[src/hdl/fbfla_pkg.sv]
// Shared types and constants for the fixed-block free-list allocator.
// No dependencies; imported by fbfla_idx_div, the top level and the testbench.
`timescale 1ns / 1ps
`default_nettype none

package fbfla_pkg;

    localparam int ADDR_W = 32;

    localparam logic [1:0] OP_ALLOC   = 2'd0;
    localparam logic [1:0] OP_RELEASE = 2'd1;
    localparam logic [1:0] OP_QUERY   = 2'd2;

    typedef struct packed {
        logic              start;
        logic [ADDR_W-1:0] dividend;
    } t_div_req;

    typedef struct packed {
        logic [ADDR_W-1:0] overflow_count;
        logic              owned;
        logic [ADDR_W-1:0] block_address;
        logic              granted;
    } t_result;

    localparam int RESULT_W = $bits(t_result);
    localparam int M_DATA_W = ((RESULT_W + 7) / 8) * 8;

endpackage

`default_nettype wire

[src/hdl/fbfla_idx_div.sv]
// Reciprocal-multiply unit: registers a pool offset, then the block index for it.
// Depends on fbfla_pkg for the request struct.
`timescale 1ns / 1ps
`default_nettype none

module fbfla_idx_div #(
    parameter int IDX_W   = 6,
    parameter int DIVISOR = 2048
) (
    input  wire                  i_clk,
    input  wire                  i_rst_n,
    input  fbfla_pkg::t_div_req  i_req,
    output logic                 o_done,
    output logic [IDX_W-1:0]     o_quotient
);
    import fbfla_pkg::*;

    localparam int DVS_W  = $clog2(DIVISOR);
    localparam int OFF_W  = IDX_W + DVS_W;
    localparam int SHIFT  = OFF_W + DVS_W;
    localparam int MUL_W  = OFF_W + 1;
    localparam int PROD_W = OFF_W + MUL_W;
    localparam longint unsigned RECIP_FULL =
        ((64'd1 << SHIFT) + 64'(DIVISOR) - 64'd1) / 64'(DIVISOR);
    localparam logic [MUL_W-1:0] RECIP = MUL_W'(RECIP_FULL);

    logic              r_busy;
    logic              r_done;
    logic [OFF_W-1:0]  r_dvd;
    logic [IDX_W-1:0]  r_quo;
    logic [PROD_W-1:0] w_prod;

    assign w_prod     = PROD_W'(r_dvd) * PROD_W'(RECIP);
    assign o_done     = r_done;
    assign o_quotient = r_quo;

    always_ff @(posedge i_clk) begin
        if (!i_rst_n) begin
            r_busy <= 1'b0;
            r_done <= 1'b0;
        end else begin
            r_busy <= i_req.start;
            r_done <= r_busy;
        end
    end

    always_ff @(posedge i_clk) begin
        if (i_req.start) begin
            r_dvd <= i_req.dividend[OFF_W-1:0];
        end
        if (r_busy) begin
            r_quo <= w_prod[SHIFT +: IDX_W];
        end
    end

endmodule

`default_nettype wire

[src/hdl/fixed_block_free_list_allocator_top.sv]
// Fixed-block pool allocator: LIFO free list in a link memory plus a head register.
// Depends on fbfla_pkg and fbfla_idx_div.
//
// Usage:
//   Input stream s_axis carries one request per transaction: tuser holds the
//   operation (allocate, release, query) and the null-handle flag, tdata the
//   requested size and the handle address. Output stream m_axis returns one
//   result per request: grant flag, block address, ownership flag and the
//   running count of failed allocations.
//   The configuration channel writes pool_base; write it only while idle.
//   Requests are taken one at a time, only while the block is idle:
//     query, null or out-of-pool release, failed allocate: result is registered directly;
//     successful allocate: result follows the registered link memory read;
//     in-pool release: result follows the reciprocal multiply, which registers
//     the offset and then the block index that it maps to.
//   After reset an init pass writes every link memory entry so that
//   block i links to block i-1; s_axis_tready stays low during that pass.
//   When the receiver stalls, one finished result waits in the output
//   register, the next request is still taken and its result is held
//   internally; further requests wait until the output drains.
`timescale 1ns / 1ps
`default_nettype none

module fixed_block_free_list_allocator_top #(
    parameter int BLOCKS      = 64,
    parameter int BLOCK_BYTES = 2048
) (
    input  wire                              i_clk,
    input  wire                              i_rst_n,
    input  wire                              i_cfg_valid,
    output logic                             o_cfg_ready,
    input  wire  [fbfla_pkg::ADDR_W-1:0]     i_cfg_data,      // pool_base
    input  wire                              s_axis_tvalid,
    output logic                             s_axis_tready,
    input  wire  [63:0]                      s_axis_tdata,    // request_bytes, handle_address
    input  wire  [2:0]                       s_axis_tuser,    // operation, handle_is_null
    output logic                             m_axis_tvalid,
    input  wire                              m_axis_tready,
    output logic [fbfla_pkg::M_DATA_W-1:0]   m_axis_tdata     // granted, block_address,
                                                              // owned, overflow_count
);
    import fbfla_pkg::*;

    localparam int IDX_W = (BLOCKS > 1) ? $clog2(BLOCKS) : 1;
    localparam logic [ADDR_W:0] POOL_SIZE = (ADDR_W + 1)'(BLOCKS) * (ADDR_W + 1)'(BLOCK_BYTES);

    localparam logic [2:0] ST_INIT = 3'd0;
    localparam logic [2:0] ST_IDLE = 3'd1;
    localparam logic [2:0] ST_LOOK = 3'd2;
    localparam logic [2:0] ST_DIV  = 3'd3;
    localparam logic [2:0] ST_HOLD = 3'd4;

    logic [2:0]        r_state, n_state;
    logic [IDX_W-1:0]  r_init_idx;
    logic [IDX_W-1:0]  r_head, n_head;
    logic              r_head_v, n_head_v;
    logic [ADDR_W-1:0] r_fail, n_fail;
    logic [ADDR_W-1:0] r_base;
    logic              r_m_valid;
    t_result           r_m_res;
    t_result           r_pend;

    logic [IDX_W:0]    r_link_mem [BLOCKS];
    logic [IDX_W:0]    r_link_rd;
    logic              w_mem_re;
    logic              w_mem_we;
    logic [IDX_W-1:0]  w_mem_waddr;
    logic [IDX_W:0]    w_mem_wdata;

    logic              w_accept;
    logic [1:0]        w_op;
    logic              w_null;
    logic [ADDR_W-1:0] w_req_bytes;
    logic [ADDR_W-1:0] w_addr;
    logic [ADDR_W-1:0] w_offset;
    logic              w_in_pool;
    logic [ADDR_W-1:0] w_blk_off;
    logic              w_out_free;
    logic              w_res_valid;
    t_result           w_res;
    t_div_req          w_div_req;
    logic              w_div_done;
    logic [IDX_W-1:0]  w_div_quo;

    fbfla_idx_div #(
        .IDX_W   (IDX_W),
        .DIVISOR (BLOCK_BYTES)
    ) u_idx_div (
        .i_clk      (i_clk),
        .i_rst_n    (i_rst_n),
        .i_req      (w_div_req),
        .o_done     (w_div_done),
        .o_quotient (w_div_quo)
    );

    assign o_cfg_ready   = 1'b1;
    assign s_axis_tready = (r_state == ST_IDLE);
    assign m_axis_tvalid = r_m_valid;
    assign m_axis_tdata  = M_DATA_W'(r_m_res);

    assign w_accept    = s_axis_tvalid && s_axis_tready;
    assign w_op        = s_axis_tuser[1:0];
    assign w_null      = s_axis_tuser[2];
    assign w_req_bytes = s_axis_tdata[31:0];
    assign w_addr      = s_axis_tdata[63:32];
    assign w_offset    = w_addr - r_base;
    assign w_in_pool   = ({1'b0, w_offset} < POOL_SIZE);
    assign w_blk_off   = ADDR_W'(r_head) * ADDR_W'(BLOCK_BYTES);
    assign w_out_free  = !r_m_valid || m_axis_tready;

    always_comb begin
        n_state          = r_state;
        n_head           = r_head;
        n_head_v         = r_head_v;
        n_fail           = r_fail;
        w_mem_re         = 1'b0;
        w_mem_we         = 1'b0;
        w_mem_waddr      = r_init_idx;
        w_mem_wdata      = {(r_init_idx != '0), r_init_idx - 1'b1};
        w_div_req.start    = 1'b0;
        w_div_req.dividend = w_offset;
        w_res_valid      = 1'b0;
        w_res            = '0;
        unique case (r_state)
            ST_INIT: begin
                w_mem_we = 1'b1;
                if (r_init_idx == IDX_W'(BLOCKS - 1)) begin
                    n_state = ST_IDLE;
                end
            end
            ST_IDLE: begin
                if (w_accept) begin
                    unique case (w_op)
                        OP_ALLOC: begin
                            if ((w_req_bytes > ADDR_W'(BLOCK_BYTES)) || !r_head_v) begin
                                n_fail      = r_fail + 1'b1;
                                w_res_valid = 1'b1;
                            end else begin
                                w_mem_re = 1'b1;
                                n_state  = ST_LOOK;
                            end
                        end
                        OP_RELEASE: begin
                            if (!w_null && w_in_pool) begin
                                w_div_req.start = 1'b1;
                                n_state         = ST_DIV;
                            end else begin
                                w_res_valid = 1'b1;
                            end
                        end
                        OP_QUERY: begin
                            w_res.owned = !w_null && w_in_pool;
                            w_res_valid = 1'b1;
                        end
                        default: begin
                            w_res_valid = 1'b1;
                        end
                    endcase
                end
            end
            ST_LOOK: begin
                n_head              = r_link_rd[IDX_W-1:0];
                n_head_v            = r_link_rd[IDX_W];
                w_res.granted       = 1'b1;
                w_res.block_address = r_base + w_blk_off;
                w_res_valid         = 1'b1;
            end
            ST_DIV: begin
                if (w_div_done) begin
                    w_mem_we    = 1'b1;
                    w_mem_waddr = w_div_quo;
                    w_mem_wdata = {r_head_v, r_head};
                    n_head      = w_div_quo;
                    n_head_v    = 1'b1;
                    w_res_valid = 1'b1;
                end
            end
            ST_HOLD: begin
                if (w_out_free) begin
                    n_state = ST_IDLE;
                end
            end
            default: begin
                n_state = ST_IDLE;
            end
        endcase
        w_res.overflow_count = n_fail;
        if (w_res_valid) begin
            n_state = w_out_free ? ST_IDLE : ST_HOLD;
        end
    end

    always_ff @(posedge i_clk) begin
        if (!i_rst_n) begin
            r_state    <= ST_INIT;
            r_init_idx <= '0;
            r_head     <= IDX_W'(BLOCKS - 1);
            r_head_v   <= 1'b1;
            r_fail     <= '0;
            r_base     <= '0;
            r_m_valid  <= 1'b0;
        end else begin
            r_state  <= n_state;
            r_head   <= n_head;
            r_head_v <= n_head_v;
            r_fail   <= n_fail;
            if (r_state == ST_INIT) begin
                r_init_idx <= r_init_idx + 1'b1;
            end
            if (i_cfg_valid && o_cfg_ready) begin
                r_base <= i_cfg_data;
            end
            if (w_out_free) begin
                r_m_valid <= (r_state == ST_HOLD) || w_res_valid;
            end
        end
    end

    always_ff @(posedge i_clk) begin
        if (w_out_free) begin
            r_m_res <= (r_state == ST_HOLD) ? r_pend : w_res;
        end
        if (w_res_valid && !w_out_free) begin
            r_pend <= w_res;
        end
    end

    always_ff @(posedge i_clk) begin
        if (w_mem_we) begin
            r_link_mem[w_mem_waddr] <= w_mem_wdata;
        end
        if (w_mem_re) begin
            r_link_rd <= r_link_mem[r_head];
        end
    end

endmodule

`default_nettype wire

[config.mk]
export PLATFORM = sky130hd
export DESIGN_NAME = fixed_block_free_list_allocator_top
export DESIGN_NICKNAME = d
export VERILOG_FILES = /design/src/hdl/fbfla_pkg.sv /design/src/hdl/fbfla_idx_div.sv /design/src/hdl/fixed_block_free_list_allocator_top.sv
export SDC_FILE = /design/constraint.sdc
export NUM_CORES = 1
export LEC_CHECK = 0
export BUFFER_PORTS_ARGS = -buffer_cell sky130_fd_sc_hd__buf_2
export CAP_MARGIN = 20
export CORE_MARGIN = 2
export CORE_UTILIZATION = 65
export DETAILED_ROUTE_END_ITERATION = 6
export PLACE_DENSITY = 0.9
export SLEW_MARGIN = 20
export SYNTH_ARGS = -nofsm -noshare
export SYNTH_HDL_FRONTEND = slang
export SYNTH_SLANG_ARGS = --single-unit
export TNS_END_PERCENT = 30
[constraint.sdc]
create_clock -name i_clk -period 15.2 [get_ports i_clk]
set_clock_uncertainty 0.05 [all_clocks]
set_input_delay 1.52 -clock i_clk [delete_from_list [all_inputs] [get_ports i_clk]]
set_output_delay 1.52 -clock i_clk [all_outputs]
set_load 0.005 [all_outputs]
==> results of run 1 <==
==> placed cells by master, fill, tap and decap left out, types with 12 or more instances in the layout <==
| master | instances |
|---|---|
| a21o_1 | 41 |
| a21oi_1 | 62 |
| and2_1 | 30 |
| and3_1 | 16 |
| buf_2 | 171 |
| buf_4 | 19 |
| clkbuf_1 | 15 |
| clkbuf_16 | 67 |
| dfxtp_1 | 80 |
| edfxtp_1 | 599 |
| ha_1 | 40 |
| inv_1 | 61 |
| mux2i_1 | 35 |
| mux4_2 | 147 |
| nand2_1 | 107 |
| nand2b_1 | 12 |
| nand3_1 | 37 |
| nand4_1 | 27 |
| nor2_1 | 255 |
| nor3_1 | 16 |
| nor4_1 | 16 |
| o21ai_0 | 34 |
| xnor2_1 | 46 |
| xor2_1 | 23 |
==> flip-flops by register name, summed over array words and instances (netlist names) <==
name and count:
m_axis_tdata 66, r_init_idx 6, r_head 6, u_idx_div.r_busy 1
u_idx_div.r_dvd 6, m_axis_tvalid 1, r_link_rd 7, r_link_mem 448
r_pend 66, u_idx_div.o_done 1, r_base 32, r_head_v 1
r_state 3, u_idx_div.o_quotient 6, r_fail 32
==> metal layers <==
metal | track usage, % | part of all wire, % | vias to the layer above
met5 | 0 | 0.017 | -
met4 | 15.01 | 5.1 | 2
met3 | 6.540 | 9.1 | 248
met2 | 54.98 | 50 | 1161
met1 | 41.70 | 35 | 9025
li1 | - | - | 7597
==> layout make-up <==
class	instances	area share [%]
clock inverters	31	1.223
well taps	592	2.255
repair buffers	190	3.040
multi-input cells	1072	27.27
inverters	64	0.7315
diodes	2	0.01524
flip-flops and latches	682	59.86
clock buffers	90	5.612
==> power breakdown <==
group | leakage (uW) | switching (uW) | internal [uW]
registers | 0.00626 | 31.5 | 2400
logic | 0.00472 | 529 | 141
clock network | 0.00110 | 710 | 997
total | 0.0121 | 1270 | 3540
==> stage by stage <==
| step | hold slack, ns | cells | worst slack, ns | power [uW] |
|---|---|---|---|---|
| floorplan | 0.3503 | 1910 | 7.588 | 2834 |
| global placement | 0.3590 | 2600 | 9.566 | 3060 |
| detailed placement | 0.3552 | 2600 | 9.405 | 3116 |
| CTS | 0.3704 | 2721 | 10.04 | 4799 |
| global route | 0.3741 | 2721 | 9.609 | 4929 |
| finish | 0.3747 | 2723 | 9.926 | 4807 |
==> path summary, 6_finish.rpt <==
check	startpoint	to	slack, ns	cells after the start
max reg2reg	r_base[17]	r_pend[38]	10.31	13
max	s_axis_tdata[50]	r_pend[38]	9.93	13
min	u_idx_div.r_dvd[11]	u_idx_div.o_quotient[0]	0.37	0
min reg2reg	u_idx_div.r_dvd[11]	u_idx_div.o_quotient[0]	0.37	0
==> logic make-up after synthesis <==
family | after synthesis
buffers and inverters | 156
multiplexers | 182
other | 2
XOR/XNOR | 69
AO/OA/AOI/OAI | 218
AND/OR/NAND/NOR | 555
adder cells (fa/ha/maj) | 41
flip-flops | 682
==> results.toml, run 1 <==
[run_status]
status = "finished with violations"
violations = "design-rule violations"

[yosys]
synth_edf_count = 599
syn-cell-area_mm2 = 0.02911
synth_seq_area_share_pct = 67.49
synthSimpleGateAreaFrac_pct = 8.793
synthCells = 1905
synth_mux_area_share_pct = 12.58
yosysMostFrequentCell = "edfxtp_1"
ys_seq_elements = 682
synth_top_cell_by_area = "edfxtp_1"
synth.area.top_cells = "edfxtp_1, mux4_2, dfxtp_1"
synth.top_cell.area_share_pct = 61.78
synth_top_family_by_area = "multiplexers"
async_flop_share_pct = 0
syn_area_per_cell_um2 = 15.28
synthTopCellsByCount = "edfxtp_1, nor2_1, mux4_2"
synth_adder_area_share_pct = 1.788
yosys.area_share.xor_xnor_pct = 2.076
ys.warnings.count = 0
synth_compound_area_share_pct = 5.084
synth_top_flop_cell = "edfxtp_1"
synth.distinct_cells = 77

[placed_design]
postPlaceCellArea_mm2 = 0.03059
gp_congestion = 0.9267
dp_hpwl_um = 47560
port_buffers = 171

[global_route]
grt_overflow_total = 0
antenna_found_initial = 2
track_usage_pct = 32.76
grt_start_max_net_pins = 71
grt_pass1_wl_um = 111800
grt_pass1_vias = 17943

[worst_setup_path]
critPathMaxStageDelay_ns = 0.58
cp_cell_sequence = "buf_2, ha_1, nand2_1, o21ai_0, nor2_1, o31ai_1, nand2_1, nor4b_1, nor4bb_1, a41oi_1, o21ai_0, a31oi_4, buf_4"
crit_required_ns = 15.39
worst-path-buf-inv = 2
critPathMaxFanout = 66
path_class = "in -> reg"
crit_arrival_ns = 5.46
end_kind = "flip-flop"
critPathTopFamily = "compound AO/OA/AOI/OAI gates"
crit_slowest_cell = "nor4bb_1"
crit_path_start_kind = "input pin"

[timing]
period_share_pct = 34.70
fin_setup_tns_ns = 0
relSlewSlack_pct = 23.69
max_freq_ghz = 0.1896
rsz0062_at_grt = "no"
finalHoldViolCount = 0
setup_viol = 0
slew_violations = 0
fin_crit_ns = 5.274
worst_pin_slew_ns = 1.142

[die]
die_w_um = 215.6
row_count = 77
core-area_mm2 = 0.04422
ios = 179
die_area_mm2 = 0.04650
die_h_um = 215.6
initial_utilization_pct = 65.83

[cts]
cts_sinks = 682
post_cts_resize_count = 0
cts_htree_levels = 3
clk_pin_slew_worst_paths_ns = 0.06
cts_buffers = 66
cts_tree = "built"
root_buffer = "clkbuf_16"
cts_buffer_depth = 3
cts_hold_buf = 0
clock_latency_ns = 0.62
post_cts_buffers = 0

[detailed_routing]
drtIter0Drc = 2788
vias = 18033
drc = 26
postRouteAntennaNets = 0
routedWlPerCell_um = 27.58
viasPerCell = 6.622
wirelength_um = 75090
dr.pass1.iters = 7

[min_path]
hold_class = "reg -> reg"

[layout]
layout-drive-gt1-share_pct = 22.12
stdcell_area_mm2 = 0.03284
nets = 2221
multi_input_area_mm2 = 0.008955
fill_cells = 2498
regArea_mm2 = 0.01966
final_core_util_pct = 74.27
syn_to_final_growth_pct = 12.81

[power]
power_density_mw_per_mm2 = 146.4
leakage_uw = 0.01208
peakVddDrop_mv = 0.1652

[job]
maxCapViolCount = 0
No activity file was read; power rests on OpenSTA's default activity.
==> run 2: changes to the inputs <==
--- a/config.mk
+++ b/config.mk
@@ -8,9 +8,9 @@
 export BUFFER_PORTS_ARGS = -buffer_cell sky130_fd_sc_hd__buf_2
 export CAP_MARGIN = 20
 export CORE_MARGIN = 2
-export CORE_UTILIZATION = 65
+export CORE_UTILIZATION = 61
 export DETAILED_ROUTE_END_ITERATION = 6
-export PLACE_DENSITY = 0.9
+export PLACE_DENSITY = 0.86
 export SLEW_MARGIN = 20
 export SYNTH_ARGS = -nofsm -noshare
 export SYNTH_HDL_FRONTEND = slang
==> constraint.sdc (replaced) <==
create_clock -name i_clk -period 5.2 [get_ports i_clk]
set_clock_uncertainty 0.05 [all_clocks]
set_input_delay 0.52 -clock i_clk [delete_from_list [all_inputs] [get_ports i_clk]]
set_output_delay 0.52 -clock i_clk [all_outputs]
set_load 0.005 [all_outputs]
==> run 2 against run 1 <==
Effect of this change: the flow now finishes without violations; clock power grew to 2.7 times the previous value; routed wire length shrank 4.8%; cell count grew 0.62%; setup slack lost 9.2 ns; combinational power grew to 3.0 times the previous value; global-route usage shrank 3.7 points; via count shrank 3.1%; clock-buffer cell count shrank 6; highest routed layer is now met4.
==> results.toml, run 2 (synthesized netlist as in run 1, its figures left out) <==
[cts]
post_cts_resize_count = 0
root_buffer = "clkbuf_16"
clock_latency_ns = 0.60
cts_sinks = 682
cts_tree = "built"
cts_hold_buf = 0
cts_htree_levels = 3
cts_buffers = 67
cts_buffer_depth = 3
post_cts_buffers = 0
clk_pin_slew_worst_paths_ns = 0.06

[power]
peakVddDrop_mv = 0.4272
p_switching_uw = 3561
leakage_uw = 0.01204
power_frac_comb_pct = 14.5
clkPwrFrac_pct = 33.7
internal_power_uw = 10130
swShare_pct = 26.01
power_density_mw_per_mm2 = 416.4
seqPwrFrac_pct = 51.8

[worst_setup_path]
worst-path-buf-inv = 2
reg2reg_setup_slack_ns = 0.74
crit_required_ns = 5.38
critPathTopFamily = "compound AO/OA/AOI/OAI gates"
crit_arrival_ns = 4.63
path_class = "reg -> reg"
cp_cell_sequence = "clkinv_1, ha_4, nand4_1, or4_1, a211oi_1, o31ai_1, a2bb2o_4, nor4b_2, a41oi_1, o21ai_1, a31oi_4, buf_4"
critPathMaxFanout = 66
critPathMaxStageDelay_ns = 0.55
crit_path_start_kind = "flip-flop"
end_kind = "flip-flop"
crit_slowest_cell = "or4_1"

[timing]
max_freq_ghz = 0.2244
whs_ns = 0.1036
finalHoldViolCount = 0
relSlewSlack_pct = 29.04
fin_ws_ns = 0.7434
fin_crit_ns = 4.457
setup_viol = 0
slew_violations = 0
period_share_pct = 85.70
rsz0062_at_grt = "no"
worst_pin_slew_ns = 1.064

[die]
core-area_mm2 = 0.04745
die_area_mm2 = 0.04949
die_w_um = 222.5
die_h_um = 222.5
row_count = 80
ios = 179
initial_utilization_pct = 61.36

[placed_design]
post-place-cells = 2624
dp_slack_ns = 0.7446
dp_hpwl_um = 46130
port_buffers = 171
gp_congestion = 0.9398

[layout]
final_cell_mix = "edfxtp_1, nor2_1, buf_2, mux4_2, nand2_1"
fill_cells = 2956
layout.cells.non_filler = 2740
layout-drive-gt1-share_pct = 22.60
syn_to_final_growth_pct = 12.93
nets = 2224
final_common_cell = "edfxtp_1"
multi_input_area_mm2 = 0.009090
largest_reg_flops = 448
regMostFlops = "r_link_mem"
regArea_mm2 = 0.01966

[detailed_routing]
wirelength_um = 71470
postRouteAntennaNets = 0
dr.pass1.iters = 7
drc = 0
vias = 17470
viasPerCell = 6.376
drtIter0Drc = 2066
routedWlPerCell_um = 26.08

[global_route]
grt_pass1_vias = 17536
grt_overflow_total = 0
grt_start_max_net_pins = 103
grt_pass1_wl_um = 106700
track_usage_pct = 29.10
antenna_found_initial = 0

[job]
maxCapViolCount = 0

[min_path]
hold_class = "in -> reg"

[run_status]
status = "complete, no violations"
run 2: layout make-up:
class	instances	area share, %
repair buffers	192	3.258
well taps	615	2.340
flip-flops and latches	682	59.79
clock buffers	84	5.385
inverters	64	0.7345
clock inverters	30	0.8372
diodes	1	0.007611
multi-input cells	1072	27.65
run 2: final timing paths:
| path | start | end | cells after the start |
|---|---|---|---|
| setup / recovery | r_base[17] | r_pend[41] | 12 |
| hold reg to reg | u_idx_div.r_dvd[11] | u_idx_div.o_quotient[0] | 0 |
| hold / removal | i_cfg_data[12] | r_base[12] | 3 |
| setup reg to reg | r_base[17] | r_pend[41] | 12 |
run 2: stage by stage:
stage                     total power [uW]  utilization (%)  area [um2]  TNS (ns)
final                                13690            69.30       32880         0
after global routing                 14080            69.29       32880         0
after CTS                            13700            69.23       32850         0
after detailed placement              9116            64.92       30800         0
after global placement                8971            64.92       30800         0
after floorplan                       8306                -       29300    -74.80
run 2: layer usage:
layer | vias up | track usage, % | wire length [um]
met4 | 0 | 10.72 | 2775
met2 | 952 | 49.55 | 35970
met5 | - | 0 | 0
li1 | 7618 | - | -
met1 | 8718 | 37.23 | 26800
met3 | 182 | 6.189 | 5922
run 2: power by group through the flow:
| stage | Sequential, uW | Combinational (uW) | Clock (uW) |
|---|---|---|---|
| after floorplan | 7300 | 1010 | 0 |
| final | 7090 | 1980 | 4620 |
| after CTS | 7100 | 1940 | 4660 |
| after detailed placement | 7210 | 1910 | 0 |
| after global placement | 7190 | 1780 | 0 |
| after global routing | 7100 | 2130 | 4840 |
run 2: worst min-delay path: cells and delay by family:
| family | cells | cell delay [ns] |
|---|---|---|
| buffers and inverters | 1 | 0.07 |
| AND/OR/NAND/NOR | 1 | 0.07 |
| multiplexers | 1 | 0.05 |
